File: src/rtl/core/node_pool_free_list_allocator_macros.svh
// Assertion macros for the node pool allocator.
// NPFL_ASSERT: clocked check, switched off while reset is high.
// NPFL_ASSERT_ALWAYS: clocked check that also holds during reset.
`ifndef NODE_POOL_FREE_LIST_ALLOCATOR_MACROS_SVH
`define NODE_POOL_FREE_LIST_ALLOCATOR_MACROS_SVH

`ifndef ASSERT_OFF
`define NPFL_ASSERT(lbl, clk, rst, prop) \
   lbl: assert property (@(posedge clk) disable iff (rst) (prop)) \
      else $error("%m: check failed");
`define NPFL_ASSERT_ALWAYS(lbl, clk, prop) \
   lbl: assert property (@(posedge clk) (prop)) \
      else $error("%m: check failed");
`else
`define NPFL_ASSERT(lbl, clk, rst, prop)
`define NPFL_ASSERT_ALWAYS(lbl, clk, prop)
`endif

`endif

File: src/rtl/core/npfl_pkg.sv
`default_nettype none

package npfl_pkg;

   // field widths of the transaction ports
   localparam int unsigned MODE_W     = 1;
   localparam int unsigned IN_IDX_W   = 10;
   localparam int unsigned BYTES_W    = 23;
   localparam int unsigned NB_W       = 13;
   localparam int unsigned GRANT_W    = 10;
   localparam int unsigned FREE_OUT_W = 11;

   // divider widths: quotient as wide as the dividend, remainder as the divisor
   localparam int unsigned QUOT_W = BYTES_W;
   localparam int unsigned REM_W  = NB_W;
   localparam int unsigned WIDE_W = BYTES_W + 1;

   // smallest node size accepted by the size register
   localparam logic [NB_W-1:0] NB_MIN = NB_W'(8);

   // request modes
   localparam logic [MODE_W-1:0] MODE_ALLOC   = 1'b0;
   localparam logic [MODE_W-1:0] MODE_RELEASE = 1'b1;

   // divider status towards the sequencer
   typedef struct packed {
      logic busy;
      logic done;
   } div_stat_type;

endpackage

`default_nettype wire

File: src/rtl/core/npfl_div.sv
`default_nettype none

module npfl_div
   import npfl_pkg::*;
(
   input  wire logic               clock,
   input  wire logic               reset,
   input  wire logic               start,
   input  wire logic [BYTES_W-1:0] dividend,
   input  wire logic [NB_W-1:0]    divisor,
   output div_stat_type            stat,
   output logic      [QUOT_W-1:0]  quot,
   output logic      [REM_W-1:0]   rem
);

   localparam int unsigned CNT_W = $clog2(BYTES_W);
   localparam logic [CNT_W-1:0] LAST_STEP = CNT_W'(BYTES_W - 1);

   logic               busy_ff, busy_in;
   logic               done_ff, done_in;
   logic [CNT_W-1:0]   step_ff, step_in;
   logic [BYTES_W-1:0] dvd_ff, dvd_in;
   logic [NB_W-1:0]    dsr_ff, dsr_in;
   logic [QUOT_W-1:0]  quot_ff, quot_in;
   logic [REM_W-1:0]   rem_ff, rem_in;

   logic [REM_W:0]     part;
   logic [REM_W+1:0]   diff;
   logic               fits;

   // one restoring step: bring down the next dividend bit, trial subtract
   assign part = {rem_ff, dvd_ff[BYTES_W-1]};
   assign diff = {1'b0, part} - {2'b00, dsr_ff};
   assign fits = ~diff[REM_W+1];

   always_comb begin
      busy_in = busy_ff;
      done_in = 1'b0;
      step_in = step_ff;
      dvd_in  = dvd_ff;
      dsr_in  = dsr_ff;
      quot_in = quot_ff;
      rem_in  = rem_ff;
      if (start) begin
         busy_in = 1'b1;
         step_in = '0;
         dvd_in  = dividend;
         dsr_in  = divisor;
         quot_in = '0;
         rem_in  = '0;
      end else if (busy_ff) begin
         dvd_in  = {dvd_ff[BYTES_W-2:0], 1'b0};
         quot_in = {quot_ff[QUOT_W-2:0], fits};
         rem_in  = fits ? diff[REM_W-1:0] : part[REM_W-1:0];
         step_in = step_ff + CNT_W'(1);
         if (step_ff == LAST_STEP) begin
            busy_in = 1'b0;
            done_in = 1'b1;
         end
      end
   end

   always_ff @(posedge clock) begin
      if (reset) begin
         busy_ff <= 1'b0;
         done_ff <= 1'b0;
      end else begin
         busy_ff <= busy_in;
         done_ff <= done_in;
      end
      step_ff <= step_in;
      dvd_ff  <= dvd_in;
      dsr_ff  <= dsr_in;
      quot_ff <= quot_in;
      rem_ff  <= rem_in;
   end

   assign stat.busy = busy_ff;
   assign stat.done = done_ff;
   assign quot      = quot_ff;
   assign rem       = rem_ff;

endmodule

`default_nettype wire

File: config.mk
export PLATFORM = sky130hd
export DESIGN_NAME = npfl_div
export DESIGN_NICKNAME = d
export VERILOG_FILES = /design/src/rtl/core/node_pool_free_list_allocator_macros.svh /design/src/rtl/core/npfl_pkg.sv /design/src/rtl/core/npfl_div.sv
export SDC_FILE = /design/constraint.sdc
export NUM_CORES = 1
export LEC_CHECK = 0
export ABC_AREA = 1
export BUFFER_PORTS_ARGS = -buffer_cell sky130_fd_sc_hd__buf_4
export CAP_MARGIN = 20
export CORE_ASPECT_RATIO = 0.5
export CORE_MARGIN = 10
export CORE_UTILIZATION = 35
export CTS_CLUSTER_SIZE = 16
export DETAILED_ROUTE_END_ITERATION = 10
export HOLD_SLACK_MARGIN = 0.03
export MAX_ROUTING_LAYER = met4
export PLACE_DENSITY = 0.66
export SLEW_MARGIN = 20
export SYNTH_ARGS = -nofsm -noshare
export SYNTH_HDL_FRONTEND = slang
export SYNTH_SLANG_ARGS = --single-unit
File: constraint.sdc
create_clock -name clock -period 2.22 [get_ports clock]
set_input_delay 0.222 -clock clock [delete_from_list [all_inputs] [get_ports clock]]
set_output_delay 0.222 -clock clock [all_outputs]
set_load 0.01 [all_outputs]
==> metrics, run 1 <==
hold slack=0.0636 ns; Design Power=0.00323 W; FF-to-FF End=rem[2]; CTS buffer count=9; r2r startpoint=dvd_ff[22]; Hold Vio Cnt, Final=0; clk sinks=79; TNS Setup=0 ns; Yosys Warn Count=0; std cell rows=27; CP delay by family, top=simple AND/OR/NAND/NOR gates; Min-Delay Endpoint=done_ff; Finished Layout Cells=704; FF+latch area=1940 um^2; Worst Min Path Start=reset; pin count of the biggest net entering global routing=26; I/O pin cnt=77; clock slew at reported path FFs=0.06 ns; fmax=506 MHz; most frequent cells in the layout=nand2_1 (165), buf_4 (83), inv_1 (76); placed cells=688; P_leak=2.36 nW; drt pass-1 iters=4; min Tclk post-route=1.98 ns; starting density of the core=35.6%; H-tree Lvls=3; Via density=4.48; fin nets=609; DRC=0; cts hold-fix bufs=0; final-report setup violation count=0; Root Driver=clkbuf_16; Slew Viols, Final=0; largest area contributor in the netlist=edfxtp_1; pwr dens=661 nW/um^2; CP Launch Type=flop; syn_area_per_cell=8.21 um^2; R2R setup slack=0.24 ns; diodes inserted=0; Die Ht=94.6 um; crit path cell chain=inv_1 -> ha_1 -> fa_1 -> inv_1 -> nand2_1 -> nand3_2 -> nand2_4 -> nand2_4 -> nand2_1 -> nand2_1 -> o21ai_0; Slew @ Worst Pin=0.707 ns; Post-synth EDFFs=36; vias in the first global route=3154; R2R cell count=11; worst path required time=2.43 ns; status=finished, final reports clean; critical path type=flop to flop; initial antenna violation count=0; peak supply drop=0.410 mV; Post-DP HPWL=6820 um; synthesis-to-layout area growth=25.3%; RSZ-0062 raised after global routing=no; main area contributors after synthesis=edfxtp_1 (28%), dfxtp_1 (22%), nand2_1 (16%), inv_1 (7.4%), ha_1 (4.8%); register area share after synthesis=49.9%; CTS max path bufs=2; flops & latches, synth=79; GR Overflow Total=0; die footprint=16000 um^2; Synth Instances=474; Hold Path Cell Cnt=2; Crit Path Max Fanout=16; routed len/inst=12.8 um; IO Port Bufs=76; share of layout cells above drive strength 1=22.0%; max capacitance violation total=0; Rel. slew slack=52.8%; footprint of the multi-input gates=1570 um^2; Top cell by count, worst path=nand2_1; CTS tree=yes; first-pass GRT wire length=15100 um; ANT nets after route=0; core footprint=10900 um^2; utilization after layout=44.6%; GPL Wtd Cong=0.904; Tcrit/Tclk final=89.0%; buffers plus inverters on the worst setup path=2; Hold Path Class=primary input to flop; total track usage=11.9%; syn nets=529; Clock Latency Late Sink=0.33 ns; prevailing post-synth register cell=dfxtp_1; slowest stage delay, CP=0.41 ns; Die X-Extent=169 um; via count=3152; Fillers=1115; count of different cell masters after synthesis=29; DRT iter0 DRCs=172; Post-CTS Setup Repair Bufs=0; Synth async-reset ratio=0%; CP Capture Type=flop; crit path max-delay cell type=fa_1; Data arrival, critical path=2.19 ns; Netlist Area Pre-Place=3890 um^2; post-CTS sizing=0; DRT Wirelength=9040 um; clock skew=0.00781 ns; commonest non-fill, non-tap cell in the layout=nand2_1; Synth top area share=27.8%
-- worst reg2reg max path, cell delays in order, from the launching register on --
cell and delay [ns]:
edfxtp_1 0.32, inv_1 0.05, ha_1 0.21, fa_1 0.41, inv_1 0.11, nand2_1 0.07, nand3_2 0.10, nand2_4 0.11
nand2_4 0.23, nand2_1 0.12, nand2_1 0.07, o21ai_0 0.06
-- worst max-delay path by stage --
| stage | start | slack, ns | end | cells past startpoint |
|---|---|---|---|---|
| floorplan | dvd_ff[22] | 0.42 | rem[10] | 12 |
| detailed placement | dvd_ff[22] | 0.27 | rem[11] | 12 |
| finish | dvd_ff[22] | 0.24 | rem[2] | 11 |
| CTS | dvd_ff[22] | 0.25 | rem[11] | 12 |
| global placement | dvd_ff[22] | 0.31 | rem[12] | 12 |
| global route | dsr_ff[0] | 0.04 | rem[11] | 11 |
-- registers in the layout, indices dropped and copies added (netlist names) --
register / count
dvd_ff: 23
quot: 23
dsr_ff: 13
rem: 13
step_ff: 5
busy_ff: 1
done_ff: 1
-- layout make-up --
type                            instances  share of cell area [%]
Multi-Input combinational cell        300                    32.2
Tap cell                              145                    3.72
Sequential cell                        79                    39.8
Timing Repair Buffer                   83                    12.8
Clock inverter                          5                   0.513
Inverter                               81                    6.23
Clock buffer                           11                    4.77
-- routing by layer --
metal / routed length [um] / vias to the layer above / global-route usage, %
met5: 0 / - / -
met4: 140 / 0 / 4.14
met3: 299 / 10 / 3.07
met2: 4380 / 50 / 19.6
met1: 4230 / 1425 / 14.1
li1: - / 1667 / -
-- power breakdown --
part	leakage, nW	switching (W)	internal [W]
sequential	0.711	0.0000245	0.00160
combinational	1.53	0.000187	0.000125
clock	0.124	0.000540	0.000745
-- logic make-up after synthesis --
group | Yosys count | synth area share [%]
flip-flops | 79 | 49.9
XOR/XNOR | 4 | 0.900
buffers and inverters | 95 | 9.83
AND/OR/NAND/NOR | 242 | 28.1
adder cells (fa/ha/maj) | 16 | 5.33
AO/OA/AOI/OAI | 38 | 5.98
-- cells in the mapped netlist (3+ instances only) --
master,number
a21oi_1,6
buf_2,3
buf_4,3
clkbuf_1,5
dfxtp_1,43
edfxtp_1,36
ha_1,15
inv_1,77
inv_2,4
nand2_1,165
nand2_2,7
nand3_1,24
nand3_2,11
nand3b_1,6
nand4_1,5
nor2_1,17
nor3_1,3
o21ai_0,8
o22ai_1,21
-- metrics by stage --
stage | worst slack, ns | instance area [um^2]
detailed placement | 0.275 | 4620
CTS | 0.253 | 4880
global route | 0.0430 | 4880
global placement | 0.310 | 4620
floorplan | 0.425 | 3890
finish | 0.244 | 4880
Note: power is estimated with default switching activity, not from simulation.
==> inputs of run 2 (changes only) <==
- REMOVE_ABC_BUFFERS: default -> 1
==> metrics, run 2 (synthesis results as in run 1) <==
IO Port Bufs=76; Slew @ Worst Pin=0.730 ns; core footprint=10900 um^2; Tcrit/Tclk final=91.6%; pwr dens=691 nW/um^2; synthesis-to-layout area growth=26.5%; Hold Vio Cnt, Final=0; Worst Min Path Start=reset; ANT nets after route=0; starting density of the core=35.6%; Top cell by count, worst path=nand2_1; Worst Setup Slack, final=0.187 ns; drt pass-1 iters=4; commonest non-fill, non-tap cell in the layout=nand2_1; initial antenna violation count=0; status=finished, final reports clean; Fillers=1130; vias in the first global route=3062; crit path max-delay cell type=fa_1; Root Driver=clkbuf_16; Hold Path Class=primary input to flop; Post-DP HPWL=6850 um; Via density=4.46; CTS max path bufs=2; sequential share of power=47.8%; P_int=0.00262 W; peak supply drop=0.384 mV; R2R cell count=12; clock power share=43.0%; Crit Path Max Fanout=16; GR Overflow Total=0; Rel. slew slack=51.3%; fmax=492 MHz; die footprint=16000 um^2; utilization after layout=45.0%; routed len/inst=12.8 um; crit path cell chain=inv_1 -> ha_1 -> fa_1 -> inv_1 -> nand2_1 -> nand3_2 -> nand2_4 -> nand2_4 -> nand2_1 -> nand2_1 -> nand2_1 -> nand2_1; Post-CTS Setup Repair Bufs=0; r2r startpoint=dvd_ff[22]; DRC=0; total track usage=11.7%; clk sinks=79; first-pass GRT wire length=14700 um; slowest stage delay, CP=0.42 ns; most frequent cells in the layout=nand2_1 (165), buf_4 (83), inv_1 (77); DP Worst Slack=0.202 ns; P_leak=2.39 nW; Hold Path Cell Cnt=2; I/O pin cnt=77; FF-to-FF End=rem[12]; CP Launch Type=flop; H-tree Lvls=3; R2R setup slack=0.19 ns; Slew Viols, Final=0; diodes inserted=0; CTS tree=yes; clock skew=0.00581 ns; clock slew at reported path FFs=0.06 ns; Min-Delay Endpoint=done_ff; CTS buffer count=9; Die Ht=94.6 um; DRT Wirelength=9000 um; TNS Setup=0 ns; RSZ-0062 raised after global routing=no; Clock Latency Late Sink=0.33 ns; Net Sw Frac=22.8%; final-report setup violation count=0; Die X-Extent=169 um; cts hold-fix bufs=0; critical path type=flop to flop; Data arrival, critical path=2.31 ns; share of layout cells above drive strength 1=22.4%; std cell rows=27; FF+latch area=1940 um^2; worst path required time=2.50 ns; GPL Wtd Cong=0.942; pin count of the biggest net entering global routing=26; via count=3139; Logic pwr share=9.1%; min Tclk post-route=2.03 ns; max capacitance violation total=0; switching pwr=0.000777 W; CP Capture Type=flop; DRT iter0 DRCs=171; fin nets=609; footprint of the multi-input gates=1570 um^2; post-CTS sizing=0
## run 2: cell count changes in the layout (fill, tap and decap cells not counted), sizes merged
cell	previous run	this run
inv	80	81
clkinv	5	3
clkinvlp	1	0
clkbuf	11	13
## run 2: worst max-delay path by stage
stage,start,to,slack (ns),cells past startpoint
after global placement,dvd_ff[22],rem[11],0.31,12
after global routing,dvd_ff[22],rem[12],0.03,12
after CTS,dvd_ff[22],rem[12],0.18,12
after floorplan,busy_ff,dvd_ff[0],0.19,2
after detailed placement,dvd_ff[22],rem[12],0.20,12
final,dvd_ff[22],rem[12],0.19,12
## run 2: power by group through the flow
stage	registers (W)	logic (W)	clock network, W
2_1_floorplan	0.00165	0.000183	0
6_report	0.00163	0.000311	0.00146
3_5_place_dp	0.00166	0.000314	0
5_1_grt	0.00163	0.000354	0.00156
3_3_place_gp	0.00166	0.000311	0
4_1_cts	0.00163	0.000315	0.00150
## run 2: metal layers
metal | track usage [%] | part of all wire, % | routed length (um) | vias up
li1 | - | - | - | 1664
met1 | 13.0 | 46 | 4110 | 1431
met2 | 20.2 | 51 | 4570 | 41
met3 | 3.52 | 3.3 | 295 | 3
met4 | 3.00 | 0.19 | 17 | 0
met5 | - | 0 | 0 | -
## run 2: critical path, delay by kind of cell (launching register included)
| kind | cells | cell delay [ns] |
|---|---|---|
| buf+inv | 2 | 0.16 |
| fa+ha+maj | 2 | 0.64 |
| flops | 1 | 0.33 |
| simple gates | 8 | 0.85 |
## run 2: cell type report
cell class / count / area share, %
timing repair buffer: 83 / 12.7
inverter: 81 / 6.17
tap: 145 / 3.68
clock inverter: 3 / 0.457
sequential: 79 / 39.4
multi-input combinational: 300 / 31.9
clock buffer: 13 / 5.74
## run 2: per-stage QoR
stage                     hold WS [ns]  power, W  instances  instance area [um^2]
after floorplan                  0.301   0.00184        460                  3810
after global placement           0.400   0.00197        688                  4620
after detailed placement         0.401   0.00197        688                  4620
after CTS                       0.0469   0.00344        704                  4920
after global routing            0.0380   0.00355        704                  4920
final                           0.0612   0.00340        704                  4920
